**src/hw/rtl/quad_float_round_to_integer_macros.svh**
```systemverilog
// Assertion macros shared by the decode, align and finish RTL files
`ifndef QUAD_FLOAT_ROUND_TO_INTEGER_MACROS_SVH
`define QUAD_FLOAT_ROUND_TO_INTEGER_MACROS_SVH
// Implication checked on every clock, masked in reset
`define QFR_ASSERT_IMP(lbl, clk, rstn, ante, cons) \
  lbl: assert property (@(posedge clk) disable iff (!rstn) (ante) |-> (cons)) \
    else $error("assertion failed");
// Next-cycle implication
`define QFR_ASSERT_NXT(lbl, clk, rstn, ante, cons) \
  lbl: assert property (@(posedge clk) disable iff (!rstn) (ante) |=> (cons)) \
    else $error("assertion failed");
`endif

```
**src/hw/rtl/qfr_pkg.sv**
```systemverilog
// ----------------------------------------------------------------------------
// qfr_pkg
// Types and constants for the binary128 round-to-integer pipeline.
// ----------------------------------------------------------------------------
`default_nettype none
package qfr_pkg;
  localparam int unsigned Bias   = 16383;
  localparam logic [14:0] ExpMax = 15'h7fff;

  typedef enum logic [1:0] {
    REQ_TRUNC   = 2'd0,
    REQ_AWAY    = 2'd1,
    REQ_INT_RM  = 2'd2,
    REQ_INT_AWY = 2'd3
  } req_type_e;

  typedef enum logic [1:0] {
    RM_RNE = 2'd0,
    RM_RTZ = 2'd1,
    RM_RUP = 2'd2,
    RM_RDN = 2'd3
  } rnd_mode_e;

  // stage 1 -> stage 2: decoded operand
  typedef struct packed {
    logic         vld;
    logic         is_int;
    logic         away;
    rnd_mode_e    mode;
    logic         neg;
    logic         special;   // exp all ones
    logic         big;       // already integral / saturating
    logic         tiny;      // exp < bias
    logic         near_half; // exp == bias-1
    logic         frac_nz;
    logic         exp_nz;
    logic [6:0]   f;         // 112 - unbiased exponent, 1..112
    logic [127:0] x;
  } dec_t;

  // stage 2 -> stage 3: masked value and rounding info
  typedef struct packed {
    logic         vld;
    logic         is_int;
    logic         neg;
    logic         pass;      // res = x (float path)
    logic         zero_res;  // res = signed zero / one
    logic         one_res;
    logic         sat;
    logic         inc;       // float: add bit
    logic [127:0] x;
    logic [127:0] addv;
    logic [127:0] mask;
    logic [31:0]  ipart;
    logic         ip_big;
    logic         half;
    logic         sticky;
    rnd_mode_e    mode;
    logic         away;
  } mid_t;
endpackage
`default_nettype wire

```
**src/hw/rtl/qfr_decode.sv**
```systemverilog
// ----------------------------------------------------------------------------
// qfr_decode
// Stage 1: field split and exponent classification.
// ----------------------------------------------------------------------------
`default_nettype none
module qfr_decode (
  input  wire logic             clk_i,
  input  wire logic             rst_ni,
  input  wire logic             vld_i,
  input  wire logic [1:0]       req_type_i,
  input  wire logic [1:0]       mode_i,
  input  wire logic [127:0]     x_i,
  output qfr_pkg::dec_t         dec_o
);
  import qfr_pkg::*;
  `include "quad_float_round_to_integer_macros.svh"

  logic [14:0] ex;
  dec_t d_d, d_q;
  logic [15:0] ub;
  logic        vld_q;

  assign ex = x_i[126:112];
  assign ub = {1'b0, ex} - 16'(Bias);

  always_comb begin
    d_d           = '0;
    d_d.vld       = vld_i;
    d_d.is_int    = req_type_i[1];
    d_d.away      = (req_type_i == REQ_AWAY) || (req_type_i == REQ_INT_AWY);
    d_d.mode      = rnd_mode_e'(mode_i);
    d_d.neg       = x_i[127];
    d_d.special   = (ex == ExpMax);
    d_d.tiny      = ({1'b0, ex} < 16'(Bias));
    d_d.near_half = ({1'b0, ex} == 16'(Bias - 1));
    d_d.big       = req_type_i[1] ? (!d_d.tiny && ub >= 16'd32)
                                  : (!d_d.tiny && ub >= 16'd112);
    d_d.frac_nz   = |x_i[111:0];
    d_d.exp_nz    = |ex;
    d_d.f         = 7'(16'd112 - ub);
    d_d.x         = x_i;
  end

  always_ff @(posedge clk_i or negedge rst_ni) begin
    if (!rst_ni) begin
      vld_q <= 1'b0;
    end else begin
      vld_q <= d_d.vld;
    end
  end
  always_ff @(posedge clk_i) begin
    d_q <= d_d;
  end

  // valid bit comes from the reset register
  always_comb begin
    dec_o     = d_q;
    dec_o.vld = vld_q;
  end

  `QFR_ASSERT_NXT(a_vld_follows, clk_i, rst_ni, vld_i, dec_o.vld)
  `QFR_ASSERT_NXT(a_vld_idle, clk_i, rst_ni, !vld_i, !dec_o.vld)
  `QFR_ASSERT_IMP(a_cls_excl, clk_i, rst_ni, dec_o.vld && dec_o.special, !dec_o.tiny)
endmodule
`default_nettype wire

```
**src/hw/rtl/qfr_align.sv**
```systemverilog
// ----------------------------------------------------------------------------
// qfr_align
// Stage 2: mask build, integer part shift, round bits.
// ----------------------------------------------------------------------------
`default_nettype none
module qfr_align (
  input  wire logic      clk_i,
  input  wire logic      rst_ni,
  input  qfr_pkg::dec_t  dec_i,
  output qfr_pkg::mid_t  mid_o
);
  import qfr_pkg::*;
  `include "quad_float_round_to_integer_macros.svh"

  mid_t m_d, m_q;
  logic [48:0]  sh;
  logic [5:0]   s;      // 17..48 when in range
  logic [48:0]  ip;
  logic [48:0]  below;
  logic [127:0] ones;
  logic         vld_q;

  assign sh   = {1'b1, dec_i.x[111:64]};
  assign s    = 6'(dec_i.f - 7'd64);
  assign ip   = sh >> s;
  assign below = sh & ((49'd1 << (s - 6'd1)) - 49'd1);
  assign ones = (128'd1 << dec_i.f) - 128'd1;

  always_comb begin
    m_d          = '0;
    m_d.vld      = dec_i.vld;
    m_d.is_int   = dec_i.is_int;
    m_d.neg      = dec_i.neg;
    m_d.x        = dec_i.x;
    m_d.mode     = dec_i.mode;
    m_d.away     = dec_i.away;
    m_d.mask     = ~ones;
    m_d.addv     = dec_i.away ? (128'd1 << (dec_i.f - 7'd1)) : '0;
    m_d.inc      = dec_i.away;
    if (!dec_i.is_int) begin
      if (dec_i.special) begin
        m_d.pass = 1'b1;
        m_d.x[111] = dec_i.x[111] | dec_i.frac_nz;
      end else if (dec_i.tiny) begin
        m_d.zero_res = 1'b1;
        m_d.one_res  = dec_i.away && dec_i.near_half;
      end else if (dec_i.big) begin
        m_d.pass = 1'b1;
      end
    end else begin
      m_d.sat = dec_i.special || dec_i.big;
      if (dec_i.tiny) begin
        m_d.half   = dec_i.near_half;
        m_d.sticky = dec_i.near_half ? dec_i.frac_nz
                                     : (dec_i.frac_nz || dec_i.exp_nz);
      end else begin
        m_d.ipart  = 32'(ip);
        m_d.ip_big = 1'b0;
        m_d.half   = sh[s - 6'd1];
        m_d.sticky = (|below) || (|dec_i.x[63:0]);
      end
    end
  end

  always_ff @(posedge clk_i or negedge rst_ni) begin
    if (!rst_ni) begin
      vld_q <= 1'b0;
    end else begin
      vld_q <= m_d.vld;
    end
  end
  always_ff @(posedge clk_i) begin
    m_q <= m_d;
  end

  always_comb begin
    mid_o     = m_q;
    mid_o.vld = vld_q;
  end

  `QFR_ASSERT_NXT(a_vld_follows, clk_i, rst_ni, dec_i.vld, mid_o.vld)
  `QFR_ASSERT_IMP(a_pass_float, clk_i, rst_ni, mid_o.vld && mid_o.pass, !mid_o.is_int)
  `QFR_ASSERT_IMP(a_one_zero, clk_i, rst_ni, mid_o.vld && mid_o.one_res, mid_o.zero_res)
endmodule
`default_nettype wire

```
**src/hw/rtl/qfr_finish.sv**
```systemverilog
// ----------------------------------------------------------------------------
// qfr_finish
// Stage 3: add and mask, integer increment and saturation, output register.
// ----------------------------------------------------------------------------
`default_nettype none
module qfr_finish (
  input  wire logic         clk_i,
  input  wire logic         rst_ni,
  input  qfr_pkg::mid_t     mid_i,
  output logic              done_o,
  output logic [63:0]       res_hi_o,
  output logic [63:0]       res_lo_o,
  output logic signed [31:0] int_result_o,
  output logic              out_of_range_o
);
  import qfr_pkg::*;
  `include "quad_float_round_to_integer_macros.svh"

  logic [127:0] fres, mag128;
  logic         inc;
  logic [32:0]  mag;
  logic         sat;
  logic [127:0] res_d;
  logic [31:0]  int_d;
  logic         oor_d;
  logic         done_q;
  logic [127:0] res_q;
  logic [31:0]  int_q;
  logic         oor_q;

  assign mag128 = ({1'b0, mid_i.x[126:0]} + mid_i.addv) & mid_i.mask;

  always_comb begin
    if (mid_i.pass) begin
      fres = mid_i.x;
    end else if (mid_i.zero_res) begin
      fres = {mid_i.neg, (mid_i.one_res ? 15'(Bias) : 15'd0), 112'd0};
    end else begin
      fres = {mid_i.neg, mag128[126:0]};
    end
  end

  always_comb begin
    if (mid_i.away) begin
      inc = mid_i.half;
    end else begin
      case (mid_i.mode)
        RM_RNE:  inc = mid_i.half && (mid_i.sticky || mid_i.ipart[0]);
        RM_RTZ:  inc = 1'b0;
        RM_RUP:  inc = (mid_i.half || mid_i.sticky) && !mid_i.neg;
        RM_RDN:  inc = (mid_i.half || mid_i.sticky) && mid_i.neg;
        default: inc = 1'b0;
      endcase
    end
  end

  assign mag = {1'b0, mid_i.ipart} + {32'd0, inc};
  assign sat = mid_i.sat ||
               (mid_i.neg ? (mag > 33'h080000000) : (mag > 33'h07fffffff));

  always_comb begin
    res_d = '0;
    int_d = '0;
    oor_d = 1'b0;
    if (mid_i.is_int) begin
      oor_d = sat;
      if (sat) begin
        int_d = mid_i.neg ? 32'h80000000 : 32'h7fffffff;
      end else begin
        int_d = mid_i.neg ? 32'(33'd0 - mag) : mag[31:0];
      end
    end else begin
      res_d = fres;
    end
  end

  always_ff @(posedge clk_i or negedge rst_ni) begin
    if (!rst_ni) begin
      done_q <= 1'b0;
    end else begin
      done_q <= mid_i.vld;
    end
  end
  always_ff @(posedge clk_i) begin
    res_q <= res_d;
    int_q <= int_d;
    oor_q <= oor_d;
  end

  assign done_o         = done_q;
  assign res_hi_o       = res_q[127:64];
  assign res_lo_o       = res_q[63:0];
  assign int_result_o   = int_q;
  assign out_of_range_o = oor_q;

  `QFR_ASSERT_NXT(a_done_follows, clk_i, rst_ni, mid_i.vld, done_o)
  `QFR_ASSERT_NXT(a_float_no_oor, clk_i, rst_ni, mid_i.vld && !mid_i.is_int,
                  !out_of_range_o && int_result_o == 32'd0)
  `QFR_ASSERT_NXT(a_int_no_res, clk_i, rst_ni, mid_i.vld && mid_i.is_int,
                  res_hi_o == 64'd0 && res_lo_o == 64'd0)
endmodule
`default_nettype wire

```
**src/hw/rtl/quad_float_round_to_integer.sv**
```systemverilog
// ----------------------------------------------------------------------------
// quad_float_round_to_integer
// Binary128 round to integral value and round/convert to int32.
//
//  channel   signals                                         dir
//  request   start_i, busy_o, req_type_i, x_hi_i, x_lo_i     in (busy_o out)
//  result    done_o, res_hi_o, res_lo_o, int_result_o,
//            out_of_range_o                                  out
//  config    rounding_mode_we_i, rounding_mode_i             in
//
//  Three register stages: decode, align, finish.
//  One request per cycle; busy_o is always low, the pipe never stalls.
//  Result shows for one cycle with done_o. Reset clears valid bits and
//  sets the rounding mode to nearest even. Mode is sampled at issue.
// ----------------------------------------------------------------------------
`default_nettype none
module quad_float_round_to_integer (
  input  wire logic              clk_i,
  input  wire logic              rst_ni,
  input  wire logic              start_i,
  output logic                   busy_o,
  input  wire logic [1:0]        req_type_i,
  input  wire logic [63:0]       x_hi_i,
  input  wire logic [63:0]       x_lo_i,
  input  wire logic              rounding_mode_we_i,
  input  wire logic [1:0]        rounding_mode_i,
  output logic                   done_o,
  output logic [63:0]            res_hi_o,
  output logic [63:0]            res_lo_o,
  output logic signed [31:0]     int_result_o,
  output logic                   out_of_range_o
);
  import qfr_pkg::*;

  logic [1:0] mode_q;
  dec_t       dec;
  mid_t       mid;

  always_ff @(posedge clk_i or negedge rst_ni) begin
    if (!rst_ni) begin
      mode_q <= RM_RNE;
    end else if (rounding_mode_we_i) begin
      mode_q <= rounding_mode_i;
    end
  end

  assign busy_o = 1'b0;

  qfr_decode u_dec (
    .clk_i, .rst_ni,
    .vld_i      (start_i),
    .req_type_i (req_type_i),
    .mode_i     (mode_q),
    .x_i        ({x_hi_i, x_lo_i}),
    .dec_o      (dec)
  );

  qfr_align u_aln (.clk_i, .rst_ni, .dec_i(dec), .mid_o(mid));

  qfr_finish u_fin (
    .clk_i, .rst_ni,
    .mid_i          (mid),
    .done_o         (done_o),
    .res_hi_o       (res_hi_o),
    .res_lo_o       (res_lo_o),
    .int_result_o   (int_result_o),
    .out_of_range_o (out_of_range_o)
  );
endmodule
`default_nettype wire
```
**config.mk**
```make
export PLATFORM = sky130hd
export DESIGN_NAME = quad_float_round_to_integer
export DESIGN_NICKNAME = d
export VERILOG_FILES = /design/src/hw/rtl/qfr_pkg.sv /design/src/hw/rtl/qfr_decode.sv /design/src/hw/rtl/qfr_align.sv /design/src/hw/rtl/qfr_finish.sv /design/src/hw/rtl/quad_float_round_to_integer.sv
export VERILOG_INCLUDE_DIRS = /design/src /design/src/hw/rtl
export SDC_FILE = /design/constraint.sdc
export NUM_CORES = 2
export LEC_CHECK = 0
export CAP_MARGIN = 20
export CORE_MARGIN = 2
export CORE_UTILIZATION = 45
export CTS_CLUSTER_DIAMETER = 30
export DETAILED_ROUTE_END_ITERATION = 16
export DONT_BUFFER_PORTS = 1
export MAX_ROUTING_LAYER = met4
export PLACE_DENSITY = 0.72
export RECOVER_POWER = 100
export SETUP_SLACK_MARGIN = 0.2
export SLEW_MARGIN = 20
export SYNTH_ARGS = -nofsm -noshare
export SYNTH_HDL_FRONTEND = slang
export SYNTH_SLANG_ARGS = --single-unit
```
**constraint.sdc**
```tcl
create_clock -name clk_i -period 7.1 [get_ports clk_i]
set_input_delay 0.355 -clock clk_i [delete_from_list [all_inputs] [get_ports clk_i]]
set_output_delay 0.355 -clock clk_i [all_outputs]
set_load 0.02 [all_outputs]
```
Word-level counts from Yosys, hierarchy flattened
Index checks and enable logic that the tools add are counted.
{ "word_totals": {"memories": 0, "register_bits": 737, "mem_bits_ro": 0, "wordCells": 109, "ramBits": 0, "out_inout_bits": 163, "latch_bits": 0} }
{ "classes": {"div": 0, "muxes": 20, "n_addsub": 10, "bitwise": 6, "mul": 0, "n_reduce_logical": 23, "shifts": 4, "magnitude_cmp": 6, "eq_ne": 7} }
{ "ops": {"columns": ["op", "count"], "rows": [
  ["$shl 1x7->127 const A", 2],
  ["$mux 128", 1],
  ["$add 127x127->127", 1],
  ["$and 127x127->127", 1],
  ["$mux 127", 1],
  ["$not 127->127", 1],
  ["$sub 127x1->127 const B", 1],
  ["$reduce_or 112->1", 1],
  ["$mux 32", 3],
  ["$reduce_or 64->1", 1],
  ["$and 49x49->49", 1],
  ["$reduce_or 49->1", 1],
  ["$shl 1x6->49 const A", 1],
  ["$shr 49x6->32", 1],
  ["$sub 49x1->49 const B", 1],
  ["$add 32x1->33", 1],
  ["$gt 33x31->1 const B", 1],
  ["$gt 33x32->1 const B", 1],
  ["$sub 1x32->32 const A", 1],
  ["$ge 16x6->1 const B", 1],
  ["$ge 16x7->1 const B", 1],
  ["$sub 15x14->16 const B", 1],
  ["$eq 15x14->1 const B", 1],
  ["$eq 15x15->1 const B", 1],
  ["other kinds (21)", 49]
]} }

Logic depth before layout (Yosys ltp)
{ "logic_depth": {"word_depth": 9, "mapped_depth": 22, "ltp_nobuf": 18} }

By module
Synthesis repeated with hierarchy kept, for this count alone.
{ "unflattened": {"cells_unflattened": 4473, "area_unflattened_um2": 38504.4} }
{ "modules_own_cells": {"columns": ["module", "area_per_inst_um2", "cells_per_inst", "instances", "seq_area_each_um2"], "rows": [
  ["qfr_align", 18756.7, 2093, 1, 8573.2],
  ["qfr_finish", 15835.2, 2085, 1, 3248.1],
  ["qfr_decode", 3828.7, 289, 1, 2927.8],
  ["quad_float_round_to_integer", 83.8, 6, 1, 50.0]
]} }

Worst setup path before layout
Ideal clock, no wire load.
{ "synth_path": {"path_type": "register to register", "start": "register u_dec.d_q (netlist bit u_dec.dec_o[128])", "end": "register u_aln.m_q (netlist bit u_aln.mid_o[3])", "slack_ns": 1.743, "arrival_time_ns": 5.226, "period_less_slack_ns": 5.357, "setup_time_ns": 0.131, "stages_incl_launch_ff": 23, "cell_sequence": "dfxtp_1 -> clkbuf_1 -> buf_1 -> clkbuf_1 -> inv_1 -> ha_1 -> ha_1 -> clkbuf_1 -> nand3_1 -> nor2_1 -> nand3_1 -> ha_1 -> nor2b_1 -> nor3_1 -> and4_1 -> nand3_1 -> or4_1 -> a221oi_1 -> nand4_1 -> a211oi_1 -> nand4_1 -> nor4_1 -> a31oi_1"} }
{ "synth_between": {"elab_chain_len": 8} }
{ "synth_lines": {"columns": ["item", "line_no", "source"], "rows": [
  ["start: declaration", "qfr_decode.sv:19", "dec_t d_d, d_q;"],
  ["start signal: assignment", "qfr_decode.sv:52", "d_q <= d_d;"],
  ["$sub 6x1->6", "qfr_align.sv:24", "assign s = 6'(dec_i.f - 7'd64);"],
  ["$sub 6x1->6", "qfr_align.sv:26", "assign below = sh & ((49'd1 << (s - 6'd1)) - 49'd1);"],
  ["$shl 1x6->49", "qfr_align.sv:26", null],
  ["$sub 49x1->49", "qfr_align.sv:26", null],
  ["$and 49x49->49", "qfr_align.sv:26", null],
  ["$reduce_or 49->1", "qfr_align.sv:60", "m_d.sticky = (|below) || (|dec_i.x[63:0]);"],
  ["$logic_or 1x1->1", "qfr_align.sv:60", null],
  ["$mux 2", "qfr_align.sv:52", "if (dec_i.tiny) begin"],
  ["end signal: assignment", "qfr_align.sv:73", "m_q <= m_d;"],
  ["end: declaration", "qfr_align.sv:15", "mid_t m_d, m_q;"]
]} }
No other way between the ends.
A chain may end at the register's enable or synchronous reset.

Worst setup path after layout
{ "layout_path": {"start": "register u_dec.d_q (netlist bit u_dec.dec_o[129])", "end": "register u_aln.m_q (netlist bit u_aln.mid_o[3])"} }
The elaborated chain is that of the path after synthesis.

==> summary.md <==
### Logic synthesis
• Yosys top cell area share: 39.0%
• count of flip-flops with a built-in enable after synthesis: 0
• synth top area cells: sky130_fd_sc_hd__dfxtp_1 39%, sky130_fd_sc_hd__nor2_1 5.8%, sky130_fd_sc_hd__ha_1 4.7%, sky130_fd_sc_hd__nand2_1 4.6%, sky130_fd_sc_hd__a21oi_1 4.5%
• yosys synthesis warning count: 0
• most repeated cell in the gate-level netlist after synthesis: sky130_fd_sc_hd__dfxtp_1
• most instantiated cells after synthesis: 730 x sky130_fd_sc_hd__dfxtp_1, 581 x sky130_fd_sc_hd__nor2_1, 457 x sky130_fd_sc_hd__nand2_1, 338 x sky130_fd_sc_hd__a21oi_1, 265 x sky130_fd_sc_hd__o21ai_0
• top_reg_cell synth: sky130_fd_sc_hd__dfxtp_1
• syn avg cell area: 8.34 um2
• nets in the synthesized netlist: 4772
• portion of the post-synthesis area used by sequential elements: 39.3%
• cell count after synthesis: 4493
• FFs w/ async S/R, synth: 0.680%
• post-synthesis instance area: 0.0375 mm2
• area leader, netlist: sky130_fd_sc_hd__dfxtp_1
• number of distinct library cell variants in the gate-level netlist after synthesis: 99
• flip-flop and latch count after synthesis: 735

### CTS
• clock latency reported for the late side of the worst-skew pair: 0.76 ns
• clock net sink count: 735
• maximum clock path buffer count: 3
• post-CTS clock slew at the launch and capture registers of the worst setup and hold paths: 0.06 ns
• Gates resized, CTS repair: 0
• number of H-tree levels: 4
• clock buffer count from CTS: 132
• CTS tree: yes
• buffer type at the clock tree root: sky130_fd_sc_hd__clkbuf_16

### Finish
• area growth from synthesis to final layout: 18.5%
• share of cells above drive strength 1: 8.96%
• # nets final: 4858
• Finished Layout Cells: 5776
• total non-filler cell area in the finished layout: 0.0444 mm2

### Global routing
• number of antenna violations at the first check in global routing: 23
• maximum number of pins on one net before global-route repair: 61
• wire length of the first global-routing pass: 263 mm
• final global-route overflow total: 0
• All-Layer GR Usage: 44.0%
• via count of the first global-routing pass: 36400

### Die
• Die Area: 0.0856 mm2
• standard cell core area: 0.0822 mm2
• total number of placement rows: 105
• starting utilization of the core area: 45.6%
• Die X-Extent: 293 um
• die extent in y: 293 um
• Ports: 299

### Power and ir drop
• Peak VDD IR: 0.247 mV
• PnR Total Power: 14.4 mW
• relative contribution of combinational cells to total power: 19.1%
• part of the power in the clock network: 45.0%
• register share of total power: 36.0%
• power density over cell area: 323 mW/mm2
• switching power share of the total: 34.0%
• internal power consumption: 9.47 mW
• Sw Pwr: 4.89 mW
• standby leakage power: 17.7 nW

### Route
• count of routing violations after the opening detailed-route iteration: 4697
• overall via count from detail_route: 37700
• Initial DRT Pass Iterations: 8
• DRC violation count after routing: 0
• Routed Wire Length: 188 mm
• remaining number of nets flagged by the antenna check after routing: 0
• mean number of vias per cell: 6.53
• final routed wire length divided by cell count: 32.5 um

### Run status
• failing checks: max-capacitance violations, max-slew violations
• run status: finished with violations

### STA
• maximum frequency from static timing analysis: 158 MHz
• headroom to the max-slew limit: -126%
• actual transition at the worst max-transition pin: 3.39 ns
• part of the cycle the worst path needs: 89.1%
• worst-case setup margin in the final layout: 0.771 ns
• total count of max-transition violations in the final report: 207
• final hold viol count: 0
• number of setup violations in the final report: 0
• unrepaired setup endpoints after global routing: false
• post-route setup TNS: 0 ns
• time the final worst path needs with I/O delays and setup: 6.33 ns
• Post-Route Skew: 0.0330 ns

### Placed design
• input/output buffers: 0
• final weighted congestion in routability-driven placement: 1.11
• DP Area: 0.0385 mm2
• worst slack at placement: 1.65 ns
• dpl hpwl: 142 mm
• Cells after DPL: 5378

### Run
• # Max-Cap Violations: 9

### Setup path
• Critical Path Stages: 13
• sum of buffers and inverters on the critical path: 2
• list of cells traversed by the critical path: clkinv_1 > ha_1 > ha_1 > clkbuf_1 > nor2_1 > nand2_1 > o21ai_0 > o21ai_0 > o2111ai_1 > a221oi_1 > nand4_1 > a221oi_1 > a31oi_1
• worst path required time: 7.69 ns
• slack of the worst reg-to-reg path: 0.77 ns
• biggest cell delay along the critical path: 1.36 ns
• cell type of the slowest stage on the worst timing path: sky130_fd_sc_hd__nand2_1
• critical path arrival: 6.91 ns
• Largest delay share family, worst path: simple AND/OR/NAND/NOR gates
• worst reg2reg path endpoint: u_aln.mid_o[3]
• launch instance of the worst register-to-register path: u_dec.dec_o[129]
• Worst Path Class, Setup: flop to flop
• kind of end point of the critical path: flop
• crit path max fanout: 19
• path depth of the worst reg2reg path: 13
• startpoint type of the worst setup path: flop

### Worst hold path
• kind of path behind the tightest hold check: primary input to flop
• worst hold path depth: 4
• hold path endpoint: u_dec.dec_o[136]
• beginning of the worst hold path: x_lo_i[22]

flip-flops by register name, summed over array words and instances (netlist names):
| name | flops |
|---|---|
| u_fin.done_o | 1 |
| u_dec.dec_o | 145 |
| u_aln.mid_o | 424 |
| u_dec.vld_q | 1 |
| u_fin.int_result_o | 32 |
| u_fin.out_of_range_o | 1 |
| mode_q | 2 |
| u_fin.res_q | 128 |
| u_aln.vld_q | 1 |
cell families after synthesis:
| family | synth area share (%) |
|---|---|
| AO/OA/AOI/OAI | 21.4 |
| XOR/XNOR | 5.30 |
| adder cells (fa/ha/maj) | 4.79 |
| buffers and inverters | 3.93 |
| flip-flops | 39.3 |
| multiplexers | 4.54 |
| other | 0.0100 |
| AND/OR/NAND/NOR | 20.7 |
per-stage QoR:
stage                     hold WS (ns)  util [%]
final                           0.0566      54.0
after global routing            0.0142      54.0
after CTS                     0.000633      54.2
after detailed placement        0.0596      46.9
after global placement          0.0596      46.9
after floorplan                 0.0594         -
power groups by stage:
stage,clock [mW],combinational (mW),sequential [mW]
after floorplan,0,1.73,4.91
after global placement,0,2.58,5.22
after detailed placement,0,2.56,5.21
after CTS,6.48,2.65,5.14
after global routing,6.68,2.87,5.16
final,6.46,2.74,5.16
tightest hold or removal path, cell delays in order:
cell and delay, ns:
sky130_fd_sc_hd__nor4_1 0.05, sky130_fd_sc_hd__nand4_1 0.07, sky130_fd_sc_hd__nor3_1 0.15, sky130_fd_sc_hd__nand2_1 0.13
metal layers:
metal | global-route usage (%) | up-vias | share of wire, %
met5 | - | - | 0
met4 | 27.1 | 0 | 7.1
met3 | 11.5 | 624 | 11
met2 | 65.2 | 2565 | 43
met1 | 53.6 | 18000 | 38
li1 | - | 16600 | -
cell usage in the layout, fill, tap and decap left out, types with 75 or more instances in the layout:
master,n
sky130_fd_sc_hd__nand2_1,457
sky130_fd_sc_hd__buf_4,75
sky130_fd_sc_hd__a32oi_1,79
sky130_fd_sc_hd__nor2_1,578
sky130_fd_sc_hd__a21oi_1,339
sky130_fd_sc_hd__xor2_1,83
sky130_fd_sc_hd__o21ai_0,267
sky130_fd_sc_hd__clkbuf_16,135
sky130_fd_sc_hd__nor3_1,105
sky130_fd_sc_hd__ha_1,141
sky130_fd_sc_hd__dfxtp_1,726
sky130_fd_sc_hd__nand4_1,104
sky130_fd_sc_hd__nand3_1,120
sky130_fd_sc_hd__inv_1,98
sky130_fd_sc_hd__xnor2_1,144
sky130_fd_sc_hd__dlygate4sd3_1,137
worst max-delay path by stage:
stage / from / endpoint / slack [ns]
global placement: u_dec.dec_o[129] / u_aln.mid_o[144] / 1.71
finish: u_dec.dec_o[129] / u_aln.mid_o[3] / 0.77
CTS: u_dec.dec_o[129] / u_aln.mid_o[138] / 1.62
detailed placement: u_dec.dec_o[129] / u_aln.mid_o[144] / 1.65
global route: u_dec.dec_o[129] / u_aln.mid_o[3] / 0.59
floorplan: u_dec.dec_o[128] / u_aln.mid_o[3] / 1.74
area by class of cell:
type | count | area (um2)
Antenna cell | 17 | 42.5
Clock buffer | 147 | 3480
Clock inverter | 97 | 1140
Fill cell | 7569 | 37800
Inverter | 102 | 383
Multi-Input combinational cell | 3378 | 21300
Sequential cell | 735 | 14700
Tap cell | 1070 | 1340
Timing Repair Buffer | 230 | 2000
timing repair:
action	in CTS	in global routing
buffers inserted	0	0
endpoints found under the hold margin	151	0
setup endpoints to repair	0	0
hold buffers	137	0
No activity file was read; power rests on OpenSTA's default activity.
